**src/rtl/lrup_pkg.sv**
```systemverilog
`timescale 1ns / 1ps

package lrup_pkg;

  localparam int CFG_WIDTH = 4;
  localparam logic [CFG_WIDTH-1:0] CFG_RESET = 4'd8;

  localparam int QUEUE_DEPTH = 2;
  localparam int QPTR_W = $clog2(QUEUE_DEPTH);
  localparam int QCNT_W = $clog2(QUEUE_DEPTH + 1);

  typedef enum logic [4:0] {
    S_IDLE   = 5'b00001,
    S_TRIM   = 5'b00010,
    S_LOOKUP = 5'b00100,
    S_UPDATE = 5'b01000,
    S_EMIT   = 5'b10000
  } back_state_t;

endpackage

```
**src/rtl/lrup_front.sv**
```systemverilog
`timescale 1ns / 1ps

module lrup_front import lrup_pkg::*; #(
  parameter int PAGE_BITS = 16
) (
  input  logic                 clk,
  input  logic                 rst,
  input  logic                 start,
  input  logic [PAGE_BITS-1:0] page,
  output logic                 busy,
  input  logic                 q_pop,
  output logic                 q_valid,
  output logic [PAGE_BITS-1:0] q_page
);

  logic [PAGE_BITS-1:0] mem [QUEUE_DEPTH];
  logic [QPTR_W-1:0]    wr_ptr;
  logic [QPTR_W-1:0]    rd_ptr;
  logic [QCNT_W-1:0]    count;
  logic                 push;

  assign busy    = (count == QCNT_W'(QUEUE_DEPTH));
  assign push    = start && !busy;
  assign q_valid = (count != '0);
  assign q_page  = mem[rd_ptr];

  always_ff @(posedge clk) begin
    if (push) begin
      mem[wr_ptr] <= page;
    end
  end

  always_ff @(posedge clk) begin
    if (rst) begin
      wr_ptr <= '0;
      rd_ptr <= '0;
      count  <= '0;
    end else begin
      if (push) begin
        wr_ptr <= wr_ptr + 1'b1;
      end
      if (q_pop) begin
        rd_ptr <= rd_ptr + 1'b1;
      end
      if (push && !q_pop) begin
        count <= count + 1'b1;
      end else if (!push && q_pop) begin
        count <= count - 1'b1;
      end
    end
  end

endmodule

```
**src/rtl/lrup_back.sv**
```systemverilog
`timescale 1ns / 1ps

module lrup_back import lrup_pkg::*; #(
  parameter int FRAMES    = 8,
  parameter int PAGE_BITS = 16
) (
  input  logic                 clk,
  input  logic                 rst,
  input  logic [CFG_WIDTH-1:0] frames_in_use,
  input  logic                 q_valid,
  input  logic [PAGE_BITS-1:0] q_page,
  output logic                 q_pop,
  output logic                 result_valid,
  output logic [PAGE_BITS-1:0] slot_page,
  output logic                 slot_valid,
  output logic                 access_hit,
  output logic                 last_slot
);

  localparam int SW = (FRAMES > 1) ? $clog2(FRAMES) : 1;
  localparam int RW = SW;
  localparam int CW = $clog2(FRAMES + 1);

  back_state_t          state;
  logic [PAGE_BITS-1:0] fpage [FRAMES];
  logic                 fvalid [FRAMES];
  logic [RW-1:0]        frank [FRAMES];
  logic [CW-1:0]        fill;
  logic [CW-1:0]        n_r;
  logic [PAGE_BITS-1:0] pg;
  logic [FRAMES-1:0]    match;
  logic                 hit_r;
  logic [RW-1:0]        hit_rank;
  logic [SW-1:0]        s;

  logic [CW-1:0]        n_next;
  logic [SW-1:0]        k;
  logic [RW-1:0]        k_rank;
  logic [FRAMES-1:0]    match_next;
  logic [RW-1:0]        hit_rank_next;
  logic [FRAMES-1:0]    tgt;
  logic [CW-1:0]        thr;
  logic                 room;

  always_comb begin
    if (frames_in_use == '0) begin
      n_next = CW'(1);
    end else if (int'(frames_in_use) > FRAMES) begin
      n_next = CW'(FRAMES);
    end else begin
      n_next = CW'(frames_in_use);
    end
  end

  assign q_pop  = (state == S_IDLE) && q_valid;
  assign k      = SW'(fill - 1'b1);
  assign k_rank = frank[k];
  assign room   = (fill < n_r);

  always_comb begin
    hit_rank_next = '0;
    for (int i = 0; i < FRAMES; i++) begin
      match_next[i] = fvalid[i] && (fpage[i] == pg);
      if (match_next[i]) begin
        hit_rank_next = hit_rank_next | frank[i];
      end
    end
  end

  always_comb begin
    for (int i = 0; i < FRAMES; i++) begin
      if (hit_r) begin
        tgt[i] = match[i];
      end else if (room) begin
        tgt[i] = (CW'(i) == fill);
      end else begin
        tgt[i] = fvalid[i] && (CW'(frank[i]) == n_r - 1'b1);
      end
    end
    if (hit_r) begin
      thr = CW'(hit_rank);
    end else if (room) begin
      thr = fill;
    end else begin
      thr = n_r - 1'b1;
    end
  end

  always_ff @(posedge clk) begin
    if (rst) begin
      state        <= S_IDLE;
      fill         <= '0;
      result_valid <= 1'b0;
      for (int i = 0; i < FRAMES; i++) begin
        fvalid[i] <= 1'b0;
        frank[i]  <= '0;
      end
    end else begin
      result_valid <= 1'b0;
      unique case (state)
        S_IDLE: begin
          if (q_valid) begin
            pg  <= q_page;
            n_r <= n_next;
            if (fill > n_next) begin
              state <= S_TRIM;
            end else begin
              state <= S_LOOKUP;
            end
          end
        end
        S_TRIM: begin
          for (int i = 0; i < FRAMES; i++) begin
            if (SW'(i) == k) begin
              fvalid[i] <= 1'b0;
              frank[i]  <= '0;
            end else if (fvalid[i] && (frank[i] > k_rank)) begin
              frank[i] <= frank[i] - 1'b1;
            end
          end
          fill <= fill - 1'b1;
          if (fill - 1'b1 == n_r) begin
            state <= S_LOOKUP;
          end
        end
        S_LOOKUP: begin
          match    <= match_next;
          hit_r    <= (match_next != '0);
          hit_rank <= hit_rank_next;
          state    <= S_UPDATE;
        end
        S_UPDATE: begin
          for (int i = 0; i < FRAMES; i++) begin
            if (tgt[i]) begin
              fpage[i]  <= pg;
              fvalid[i] <= 1'b1;
              frank[i]  <= '0;
            end else if (fvalid[i] && (CW'(frank[i]) < thr)) begin
              frank[i] <= frank[i] + 1'b1;
            end
          end
          if (!hit_r && room) begin
            fill <= fill + 1'b1;
          end
          s     <= '0;
          state <= S_EMIT;
        end
        S_EMIT: begin
          result_valid <= 1'b1;
          slot_page    <= fvalid[s] ? fpage[s] : '0;
          slot_valid   <= fvalid[s];
          access_hit   <= hit_r;
          last_slot    <= (CW'(s) == n_r - 1'b1);
          if (CW'(s) == n_r - 1'b1) begin
            state <= S_IDLE;
          end else begin
            s <= s + 1'b1;
          end
        end
        default: begin
          state <= S_IDLE;
        end
      endcase
    end
  end

endmodule

```
**src/rtl/lru_page_replacement_core.sv**
```systemverilog
`timescale 1ns / 1ps
// Sequencing: the back-end sequencer takes a request from the queue when idle, drops frames
//   one at a time while more are filled than the lowered frame count allows, then walks
//   lookup, update and one result per frame in use; a 2-entry queue takes requests
//   while the back end works, busy rises only when it is full.
// Reset (rst, synchronous): queue emptied, all frames empty, frames_in_use = 8.

module lru_page_replacement_core import lrup_pkg::*; #(
  parameter int FRAMES    = 8,
  parameter int PAGE_BITS = 16
) (
  input  logic                 clk,
  input  logic                 rst,
  input  logic                 start,
  output logic                 busy,
  input  logic [PAGE_BITS-1:0] page,
  input  logic                 cfg_valid,
  output logic                 cfg_ready,
  input  logic [CFG_WIDTH-1:0] cfg_data,
  output logic                 result_valid,
  output logic [PAGE_BITS-1:0] slot_page,
  output logic                 slot_valid,
  output logic                 access_hit,
  output logic                 last_slot
);

  logic [CFG_WIDTH-1:0] frames_in_use;
  logic                 q_valid;
  logic                 q_pop;
  logic [PAGE_BITS-1:0] q_page;

  assign cfg_ready = 1'b1;

  always_ff @(posedge clk) begin
    if (rst) begin
      frames_in_use <= CFG_RESET;
    end else if (cfg_valid && cfg_ready) begin
      frames_in_use <= cfg_data;
    end
  end

  lrup_front #(
    .PAGE_BITS(PAGE_BITS)
  ) u_front (
    .clk     (clk),
    .rst     (rst),
    .start   (start),
    .page    (page),
    .busy    (busy),
    .q_pop   (q_pop),
    .q_valid (q_valid),
    .q_page  (q_page)
  );

  lrup_back #(
    .FRAMES   (FRAMES),
    .PAGE_BITS(PAGE_BITS)
  ) u_back (
    .clk          (clk),
    .rst          (rst),
    .frames_in_use(frames_in_use),
    .q_valid      (q_valid),
    .q_page       (q_page),
    .q_pop        (q_pop),
    .result_valid (result_valid),
    .slot_page    (slot_page),
    .slot_valid   (slot_valid),
    .access_hit   (access_hit),
    .last_slot    (last_slot)
  );

endmodule

```
**config.mk**
```make
export PLATFORM = sky130hd
export DESIGN_NAME = lru_page_replacement_core
export DESIGN_NICKNAME = d
export VERILOG_FILES = /design/src/rtl/lrup_pkg.sv /design/src/rtl/lrup_front.sv /design/src/rtl/lrup_back.sv /design/src/rtl/lru_page_replacement_core.sv
export SDC_FILE = /design/constraint.sdc
export NUM_CORES = 1
export LEC_CHECK = 0
export ABC_AREA = 1
export BUFFER_PORTS_ARGS = -buffer_cell sky130_fd_sc_hd__buf_2
export CELL_PAD_IN_SITES_DETAIL_PLACEMENT = 0
export CELL_PAD_IN_SITES_GLOBAL_PLACEMENT = 1
export CORE_MARGIN = 5
export CORE_UTILIZATION = 49
export CTS_CLUSTER_DIAMETER = 40
export DETAILED_ROUTE_END_ITERATION = 10
export PLACE_DENSITY = 0.89
export REMOVE_ABC_BUFFERS = 1
export SLEW_MARGIN = 20
export SYNTH_ARGS = -nofsm -noshare
export SYNTH_HDL_FRONTEND = slang
export SYNTH_HIERARCHICAL = 1
export SYNTH_SLANG_ARGS = --single-unit
```
**constraint.sdc**
```tcl
create_clock -name clk -period 4.7 [get_ports clk]
set_input_delay 0.47 -clock clk [delete_from_list [all_inputs] [get_ports clk]]
set_output_delay 0.47 -clock clk [all_outputs]
set_load 0.1 [all_outputs]
```
==> results.sh <==
export IMPL_powerDensity_nw_per_um2=409
export IMPL_cts_buffers=41
export IMPL_ant_nets=0
export IMPL_grt_pass1_vias=12100
export IMPL_drive_gt1_share_pct=13.9
export IMPL_worstHoldPathType="in2reg"
export IMPL_leakage_nw=7.21
export IMPL_ff_latch_area_sq_um=7800
export IMPL_crit_fanout=13
export IMPL_vias_per_cell=5.86
export IMPL_p_seq_share_pct=42.9
export IMPL_grt_usage_pct=25.5
export IMPL_intPower_mw=4.95
export IMPL_cp_slowest_stage_delay_ns=0.78
export IMPL_portBuffers=44
export IMPL_worst_pin_slew_ns=0.906
export IMPL_path_common_cell="nand2_1"
export IMPL_drc=0
export IMPL_hold_buffers=0
export IMPL_reg2reg_slack_ns=0.82
export IMPL_clkPwrFrac_pct=40.6
export IMPL_htree_levels=2
export IMPL_area_growth_pct=11.3
export IMPL_nFillCells=2784
export IMPL_synthFlopType="edfxtp_1"
export IMPL_maxSlewHeadroom_pct=39.6
export IMPL_cts_tree="done"
export IMPL_combPwrFrac_pct=16.5
export IMPL_drv_slew=0
export IMPL_die_w_um=189
export IMPL_postSynthCellCount=1723
export IMPL_clock_sinks=268
export IMPL_crit_chain="inv_2 -> ha_1 -> inv_1 -> o21ai_0 -> a21oi_1 -> a21oi_1 -> buf_4 -> ha_1 -> nand2_1 -> nand2_1 -> nand2_1 -> nand3_2 -> nand3_1"
export IMPL_placed_area_sq_um=16200
export IMPL_clk_pin_slew_worst_paths_ns=0.05
export IMPL_fin_skew_ns=0.0197
export IMPL_die_y_um=189
export IMPL_clk_latency_ns=0.55
export IMPL_yosysTopAreaCell="edfxtp_1"
export IMPL_startpoint_type="register"
export IMPL_synth_cell_types=63
export IMPL_post_dp_hpwl_um=33000
export IMPL_hold_viol_final=0
export IMPL_io_pins=46
export IMPL_ys_warn_count=6
export IMPL_switching_share_pct=30.7
export IMPL_switching_power_mw=2.20
export IMPL_totalNegativeSetupSlack_ns=0
export IMPL_synth_commonest_cells="338 x nand2_1, 243 x edfxtp_1, 181 x inv_1"
export IMPL_clockBufferDepth=3
export IMPL_fmax_mhz=258
export IMPL_syn_area_sq_um=15700
export IMPL_min_period_over_period_pct=82.6
export IMPL_grt_pass1_wl_um=70800
export IMPL_fin_cells=2197
export IMPL_vdd_ir_drop_max_uv=402
export IMPL_seq_area_frac_synth_pct=49.6
export IMPL_syn_avg_cell_area_sq_um=9.12
export IMPL_diodes=0
export IMPL_wl_per_cell_um=21.2
export IMPL_ys_seq_elements=268
export IMPL_grt_overflow=0
export IMPL_critical_path_required_ns=4.94
export IMPL_status="finished clean"
export IMPL_vias=12900
export IMPL_min_period_ns=3.88
export IMPL_grt_max_degree=82
export IMPL_cap_violations=0
export IMPL_place_inst=2122
export IMPL_synth_edf_count=243
export IMPL_cts_setup_buffers=0
export IMPL_dr_pass1_iters=5
export IMPL_start_util_pct=49.7
export IMPL_setup_viol=0
export IMPL_wl_um=46500
export IMPL_cts_root_buf="clkbuf_16"
export IMPL_slowest_stage="edfxtp_1"
export IMPL_globalplace_congestion=0.937
export IMPL_synth_most_common_cell="nand2_1"
export IMPL_rsz0062_at_grt="no"
export IMPL_multi_input_area_sq_um=6740
export IMPL_antenna_found_initial=0
export IMPL_crit_arrival_ns=4.12
export IMPL_fin_nets=1863
export IMPL_crit_path_end_kind="register"
export IMPL_drtIter0Drc=1686
export IMPL_core_area_sq_um=31600
export IMPL_path_class="reg2reg"
export IMPL_cts_resized=0
export IMPL_async_flop_share_pct=0
export IMPL_final_area_sq_um=17500
export IMPL_total_power_mw=7.15
export IMPL_rows=65
export IMPL_die_area_sq_um=35700
export IMPL_synth_top_area_share_pct=46.4
export IMPL_synthTopCellsByArea="edfxtp_1 46%, nand2_1 8.1%, ha_1 6.0%, o21ai_0 5.0%, inv_1 4.3%"
path summary, 6_finish.rpt:
kind | startpoint | to | depth (start not counted)
min | page[4] | u_front/mem[0][4] | 1
max reg2reg | u_back/n_r[0] | u_back/frank[5][0] | 13
max | u_back/n_r[0] | u_back/frank[5][0] | 13
min reg2reg | frames_in_use[2] | frames_in_use[2] | 2
cell type report:
cell class / instances / area share, %
sequential: 268 / 44.6
clock inverter: 30 / 1.53
multi-input combinational: 1183 / 38.5
timing repair buffer: 58 / 1.88
tap: 402 / 2.88
clock buffer: 44 / 6.05
inverter: 212 / 4.55
metal layers:
layer | vias up | global-route usage (%) | share of wire, %
met4 | 0 | 8.30 | 3.3
met5 | - | 0 | 0
li1 | 6000 | - | -
met3 | 104 | 4.26 | 10
met2 | 699 | 39.3 | 44
met1 | 6070 | 37.0 | 43
placed cells by master, fill, tap and decap left out, types with 8 or more instances in the layout:
| master | count |
|---|---|
| xor2_1 | 26 |
| xnor2_1 | 29 |
| buf_4 | 13 |
| nand4_1 | 31 |
| o21ai_1 | 17 |
| dfxtp_1 | 25 |
| clkbuf_16 | 42 |
| or2_2 | 15 |
| nor2_1 | 163 |
| mux2_4 | 10 |
| inv_1 | 181 |
| edfxtp_1 | 243 |
| ha_1 | 75 |
| inv_2 | 28 |
| o22ai_1 | 40 |
| nand2_1 | 338 |
| nand2_2 | 13 |
| nor3_1 | 13 |
| nand3_1 | 70 |
| nor2_2 | 10 |
| o21ai_0 | 157 |
| a21oi_1 | 85 |
| nand3_2 | 8 |
| buf_2 | 44 |
metrics by stage:
step	hold WS (ns)	utilization (%)	setup WS (ns)
6_report	0.108	55.3	0.817
5_1_grt	0.0865	55.3	0.537
4_1_cts	0.0835	55.2	0.927
3_5_place_dp	0.468	51.1	0.948
3_3_place_gp	0.463	51.0	1.10
2_1_floorplan	0.448	-	1.10
registers in the layout, summed over array words and instances (netlist names), 4 cells and up, named ones only:
signal	flops
frames_in_use	4
u_back/fill	4
u_back/fpage	128
u_back/frank	24
u_back/fvalid	8
u_back/match	8
u_back/n_r	4
u_back/pg	16
u_back/slot_page	16
u_back/state	5
u_front/mem	32
kinds of logic (layout without fill, tap and decap cells):
logic type | Yosys count | in the layout | share of synthesized area (%)
fa+ha+maj | 75 | 75 | 5.97
flops | 268 | 268 | 49.6
compound gates | 348 | 348 | 12.9
other cells | 1 | 1 | 0.0239
xor+xnor | 55 | 55 | 3.07
mux | 16 | 16 | 1.39
buf+inv | 272 | 344 | 7.53
simple gates | 688 | 688 | 19.5
worst max-delay path: cells and delay by family, from the launching register on:
kind            cells  cell delay [ns]
flops               1             0.78
simple gates        5             0.50
fa+ha+maj           2             0.93
compound gates      3             0.58
buf+inv             3             0.78
power by group through the flow:
stage          combinational [mW]  sequential [mW]  clock [mW]
3_5_place_dp                 1.15             3.10           0
3_3_place_gp                 1.12             3.09           0
6_report                     1.18             3.07        2.91
2_1_floorplan               0.837             3.00           0
5_1_grt                      1.30             3.08        3.05
4_1_cts                      1.16             3.06        2.95
Power figures use the tool's default switching activity.
